## config.mk

```make
export PLATFORM = sky130hd
export DESIGN_NAME = awmd_divider
export DESIGN_NICKNAME = d
export VERILOG_FILES = /design/src/rtl/awmd_pkg.sv /design/src/rtl/awmd_divider.sv
export SDC_FILE = /design/constraint.sdc
export NUM_CORES = 2
export LEC_CHECK = 0
export ABC_AREA = 1
export BUFFER_PORTS_ARGS = -buffer_cell sky130_fd_sc_hd__clkbuf_2
export CORE_MARGIN = 5
export CORE_UTILIZATION = 60
export DETAILED_ROUTE_END_ITERATION = 12
export GPL_TIMING_DRIVEN = 0
export HOLD_SLACK_MARGIN = 0.03
export PLACE_DENSITY = 0.78
export SLEW_MARGIN = 40
export SYNTH_ARGS = -nofsm -noshare
export SYNTH_HDL_FRONTEND = slang
export SYNTH_SLANG_ARGS = --single-unit
```

## constraint.sdc

```tcl
create_clock -name clk -period 9.1 [get_ports clk]
set_clock_uncertainty 0.05 [all_clocks]
set_input_delay 0.455 -clock clk [delete_from_list [all_inputs] [get_ports clk]]
set_output_delay 0.455 -clock clk [all_outputs]
set_load 0.01 [all_outputs]
```

## src/rtl/awmd_pkg.sv

```systemverilog
// Types, constants and the divide step of the alpha weighted mip downsampler.
package awmd_pkg;

    localparam int BYTE_W     = 8;
    localparam int QUAD       = 4;                  // pixels per quad
    localparam int CH         = 3;                  // colour channels
    localparam int ALPHA_LSB  = 24;                 // alpha byte position
    localparam int PROD_W     = 2 * BYTE_W;         // colour * alpha
    localparam int SUM_W      = PROD_W + 2;         // sum of four products
    localparam int NUM_W      = SUM_W + BYTE_W;     // max_colour * sum
    localparam int QUO_W      = BYTE_W;             // quotient never exceeds 255
    localparam int QSEL_W     = $clog2(QUO_W);
    localparam int DIV_STAGES = QUO_W;              // one quotient bit per stage

    localparam int CH_RED   = 0;
    localparam int CH_GREEN = 1;
    localparam int CH_BLUE  = 2;

    typedef logic [BYTE_W-1:0] byte_t;

    // Item state carried through the divider pipeline
    typedef struct packed {
        logic [CH-1:0][NUM_W-1:0] rem;
        logic [SUM_W-1:0]         den;
        logic [CH-1:0][QUO_W-1:0] quo;
        byte_t                    alpha;
    } awmd_div_t;

    // One restoring division step: resolves quotient bit sh of every channel
    function automatic awmd_div_t div_step(awmd_div_t d, logic [QSEL_W-1:0] sh);
        awmd_div_t        r;
        logic [NUM_W-1:0] trial;
        int unsigned      c;
        r     = d;
        trial = NUM_W'(d.den) << sh;
        for (c = 0; c < CH; c++) begin
            if (d.rem[c] >= trial) begin
                r.rem[c]     = d.rem[c] - trial;
                r.quo[c][sh] = 1'b1;
            end
        end
        return r;
    endfunction

endpackage

```

## src/rtl/awmd_divider.sv

```systemverilog
// Pipelined restoring divider: one quotient bit per stage, three channels.
module awmd_divider (
    input  logic               clk,
    input  logic               rst_n,
    input  logic               in_valid,
    output logic               in_ready,
    input  awmd_pkg::awmd_div_t in_data,
    output logic               out_valid,
    input  logic               out_ready,
    output awmd_pkg::awmd_div_t out_data
);
    import awmd_pkg::*;

    logic [DIV_STAGES-1:0] valid_reg;
    awmd_div_t             data_reg [DIV_STAGES];
    logic [DIV_STAGES:0]   valid_chain;
    awmd_div_t             data_chain [DIV_STAGES+1];
    logic [DIV_STAGES:0]   ready_chain;

    assign valid_chain[0]          = in_valid;
    assign data_chain[0]           = in_data;
    assign ready_chain[DIV_STAGES] = out_ready;

    for (genvar k = 0; k < DIV_STAGES; k++) begin : g_stage
        awmd_div_t step_next;

        assign valid_chain[k+1] = valid_reg[k];
        assign data_chain[k+1]  = data_reg[k];
        assign ready_chain[k]   = !valid_reg[k] || ready_chain[k+1];
        // MSB first
        assign step_next = div_step(data_chain[k], QSEL_W'(QUO_W - 1 - k));

        always_ff @(posedge clk or negedge rst_n)
        begin
            if (!rst_n)
            begin
                valid_reg[k] <= 1'b0;
            end
            else if (ready_chain[k])
            begin
                valid_reg[k] <= valid_chain[k];
            end
        end

        always_ff @(posedge clk)
        begin
            if (ready_chain[k] && valid_chain[k])
            begin
                data_reg[k] <= step_next;
            end
        end
    end

    assign in_ready  = ready_chain[0];
    assign out_valid = valid_reg[DIV_STAGES-1];
    assign out_data  = data_reg[DIV_STAGES-1];

endmodule

```

## Word level (Yosys, flattened, before mapping)

Memories as Yosys holds them, arrays and structs flattened.
Index checks and enable logic that the tools add are counted.

- Register bits after elaboration: 8
- RAM bits: 1024
- Input bits: 132
- Output and inout port bits: 130
- Word-level logic and storage cells: 145
- Memories kept: 1

- $add $sub $neg: 24
- Order comparisons: 24
- Mux-type cells: 64
- Reductions and logical operators: 24

Memories:

| memory | depth | bits a word | read ports | clocked after memory_dff | write ports | RTL line | text |
|---|---|---|---|---|---|---|---|
| data_reg | 8 | 128 | 8 | 0 | 8 | awmd_divider.sv:15 | `awmd_div_t data_reg [DIV_STAGES];` |

Operator list:

| kind | number |
|---|---|
| 2-to-1 mux 26 bit | 24 |
| greater-or-equal comparator 26 x 18 -> 1 bit | 3 |
| greater-or-equal comparator 26 x 19 -> 1 bit | 3 |
| greater-or-equal comparator 26 x 20 -> 1 bit | 3 |
| greater-or-equal comparator 26 x 21 -> 1 bit | 3 |
| greater-or-equal comparator 26 x 22 -> 1 bit | 3 |
| greater-or-equal comparator 26 x 23 -> 1 bit | 3 |
| greater-or-equal comparator 26 x 24 -> 1 bit | 3 |
| greater-or-equal comparator 26 x 25 -> 1 bit | 3 |
| subtractor 26 x 18 -> 26 bit | 3 |
| subtractor 26 x 19 -> 26 bit | 3 |
| subtractor 26 x 20 -> 26 bit | 3 |
| subtractor 26 x 21 -> 26 bit | 3 |
| subtractor 26 x 22 -> 26 bit | 3 |
| subtractor 26 x 23 -> 26 bit | 3 |
| subtractor 26 x 24 -> 26 bit | 3 |
| subtractor 26 x 25 -> 26 bit | 3 |
| 2-to-1 mux 1 bit | 40 |
| logical AND 1 bit | 8 |
| logical NOT 1 bit | 8 |
| logical OR 1 bit | 8 |

## Longest topological paths before layout

- Depth in word-level cells: 12
- Gate-level depth with buffers: 16

## Least setup slack after synthesis

No wires, ideal clock.

- Path type: flip-flop to flip-flop
- Start point: register valid_reg[7] (netlist: out_valid)
- End point: memory data_reg[0][0] (netlist name) (enable)
- Setup time: 0.618 ns
- Arrival: 6.336 ns
- Slack: 2.096 ns
- Stages on the path, launching flop included: 10
- Cells stage by stage: dfrtp_1 inv_1 nor2_1 nand4_1 inv_1 nand2_1 inv_1 nand4_1 inv_1 nor2_1

RTL lines:

| item | RTL line | text |
|---|---|---|
| start: declaration | awmd_divider.sv:14 | `logic [DIV_STAGES-1:0] valid_reg;` |
| start signal: indexed assignment | awmd_divider.sv:41 | `valid_reg[k] <= valid_chain[k];` |
| end: declaration | awmd_divider.sv:15 |  |

==> results.ini <==
[setup_path]
worstPathMaxFanout = 10
critical_path_class = flop to flop
critPathLaunchType = flop
worst_ep_arrival_time_ns = 3.87
required_ns = 9.61
end_kind = flop

[logic_synthesis]
synth_fp_nets = 10017
synth_area_per_cell_um2 = 7.579
synth_edf_count = 1024
ys_warn_count = 0
synthFlopType = edfxtp_1
yosysSeqAreaShare_pct = 43.31
async_flop_share_pct = 0.7752
synthCells = 9429
synth_seq_cells = 1032
synth_area_mm2 = 0.07146
yosysUniqueCellTypes = 45

[final_layout]
final_cell_mix = nand2_1, inv_1, edfxtp_1
layout.nets = 10540
final_common_cell = nand2_1
largest_reg_flops = 1024
drive_gt1_share_pct = 7.251
fin_util_pct = 68.05
area_growth_pct = 12.59
n_fill_cell = 9724

[sta]
timing.fmax_mhz = 297.4
fin_crit_sh_pct = 36.95
tightest_slew_ns = 0.6352
fin_hold_ws_ns = 0.06008
rsz0062_at_grt = no
max_slew_margin_pct = 57.65
setup_violations = 0
final_max_slew_viol_count = 0
finalSetupTns_ns = 0
period_minus_slack_ns = 3.362
hold_viol = 0

[pwr]
vdd_ir_drop_max_uv = 234.9
p_leak_nw = 38.78
powerDensity_mw_per_mm2 = 331.3

[detailed_routing]
wl_per_cell_um = 20.15
via_count = 64253
drc = 0
ant_nets = 0
drt_iter0_drc = 6089
routed_wl_um = 233300
vias_per_cell = 5.550
firstDrtPassIters = 12

[clock_tree]
ctsResizeCount = 0
cts-root-buf = clkbuf_16
clock_path_buffers = 3
h-tree-depth = 3
tritoncts = built
post_cts.repair.setup_buffers = 0
clock-sinks = 1032
clk_latency_ns = 0.80
cts_buffers = 103
cts.reportedPaths.clkPinSlew_ns = 0.06

[floorplan]
io-pin-count = 262
rows = 126
die_area_mm2 = 0.1261
die_y_um = 355.1
die_x_um = 355.1
coreArea_mm2 = 0.1182
start_util_pct = 60.44

[placed_design]
gp_congestion = 1.053
port_buffers = 261
dpl.hpwl_um = 189500

[global_routing]
grt_usage_pct = 36.41
grt_pass1_wl_um = 351000
antenna_found_initial = 1
grt_remaining_overflow = 0
grt_pass1_vias = 62898
grt_max_degree = 85

[run]
cap_viol_max_count = 0

[outcome]
outcome = completed

[min_path]
min_path_type = input port to flop

## final timing paths
check,from,endpoint,slack [ns],cells after the start
max in group asynchronous,rst_n,valid_chain[6],8.05,3
worst min-delay path,in_data[121],data_reg[0][121],0.06,3
min in group asynchronous,rst_n,valid_chain[1],0.66,3
worst max-delay path,data_reg[0][161],data_reg[0][383],5.74,13
worst max register to register,data_reg[0][161],data_reg[0][383],5.74,13
worst min register to register,data_reg[1][0],data_reg[1][128],0.36,0
## power by group
| part | switching, mW | internal (mW) | total, mW | leakage [nW] |
|---|---|---|---|---|
| clock | 2.02 | 2.75 | 4.76 | 1.81 |
| combinational | 8.83 | 4.47 | 13.3 | 27.0 |
| sequential | 1.08 | 7.52 | 8.60 | 9.92 |
## synth_stat cells (4+ instances only)
cell type / number / share of area (%)
o21a_1: 6 / 0.063
and3_1: 4 / 0.035
xor2_1: 140 / 1.7
nand2_1: 3706 / 19
nor4_1: 8 / 0.070
xnor2_1: 108 / 1.3
nor2_2: 22 / 0.19
nor2_4: 5 / 0.079
nor2_1: 765 / 4.0
nand2_2: 19 / 0.17
buf_6: 32 / 0.50
inv_1: 1473 / 7.7
a21oi_1: 339 / 2.4
o21ai_0: 105 / 0.74
buf_2: 17 / 0.12
fa_1: 24 / 0.67
dfrtp_1: 8 / 0.28
nor2b_1: 4 / 0.035
nand3b_1: 112 / 1.2
or2_0: 4 / 0.035
nor3_1: 71 / 0.50
o21ai_1: 59 / 0.41
nand4_2: 4 / 0.070
nand4_1: 142 / 1.2
inv_2: 19 / 0.10
and2_1: 20 / 0.18
o21bai_1: 43 / 0.45
and2_0: 7 / 0.061
edfxtp_1: 1024 / 43
or2_2: 32 / 0.28
ha_1: 432 / 7.6
or2_1: 7 / 0.061
o21ai_2: 32 / 0.39
buf_4: 32 / 0.34
a21oi_2: 34 / 0.42
nand3_1: 550 / 3.9
## what timing repair did
| action | in CTS | in global routing |
|---|---|---|
| hold buffers | 129 | 0 |
| hold endpoints to repair | 138 | 0 |
| endpoints found under the setup margin | 0 | 0 |
## metrics by stage
stage / cells / setup WS [ns] / area, µm² / power [mW]
floorplan: 9429 / 2.096 / 71460 / 17.62
global placement: 11226 / -0.1372 / 74690 / 21.29
detailed placement: 11254 / 5.792 / 75340 / 21.54
CTS: 11576 / 5.750 / 80460 / 26.38
global route: 11576 / 5.670 / 80460 / 28.47
finish: 11577 / 5.738 / 80460 / 26.66
## routing by layer
metal  routed length [µm]  global-route usage (%)  vias to the layer above
met5                    0                       0                        -
met4                26370                   32.95                        0
met3                13160                   4.269                      970
met2               115300                   65.28                     2989
met1                78420                   37.19                    28989
li1                     -                       -                    31305
## critical path, cell delays in order (launching register included)
cell and delay, ns:
edfxtp_1 0.75, inv_1 0.34, ha_1 0.37, nand2_1 0.11
inv_1 0.13, nand3_1 0.08, nand3b_1 0.14, nand2_1 0.08
nand2_1 0.12, nand2_1 0.07, nand2_2 0.26, inv_2 0.19
buf_6 0.19, a21oi_1 0.22
## cell type report
type	count	area (µm²)	area share, %
antenna	1	2.502	0.003110
buffer	84	700.7	0.8708
clock buffer	111	2608	3.241
clock inverter	82	1215	1.510
inverter	1495	5649	7.021
multi-input combinational	6818	34220	42.53
sequential	1032	30950	38.47
tap	1536	1922	2.389
timing repair buffer	418	3193	3.969
## kinds of logic after synthesis
kind of cell / share of synthesized area [%]
AND/OR/NAND/NOR: 31.67
flip-flops: 43.31
AO/OA/AOI/OAI: 4.899
adder cells (fa/ha/maj): 8.236
XOR/XNOR: 3.040
buffers and inverters: 8.844
(Power assumes the default switching activity.)
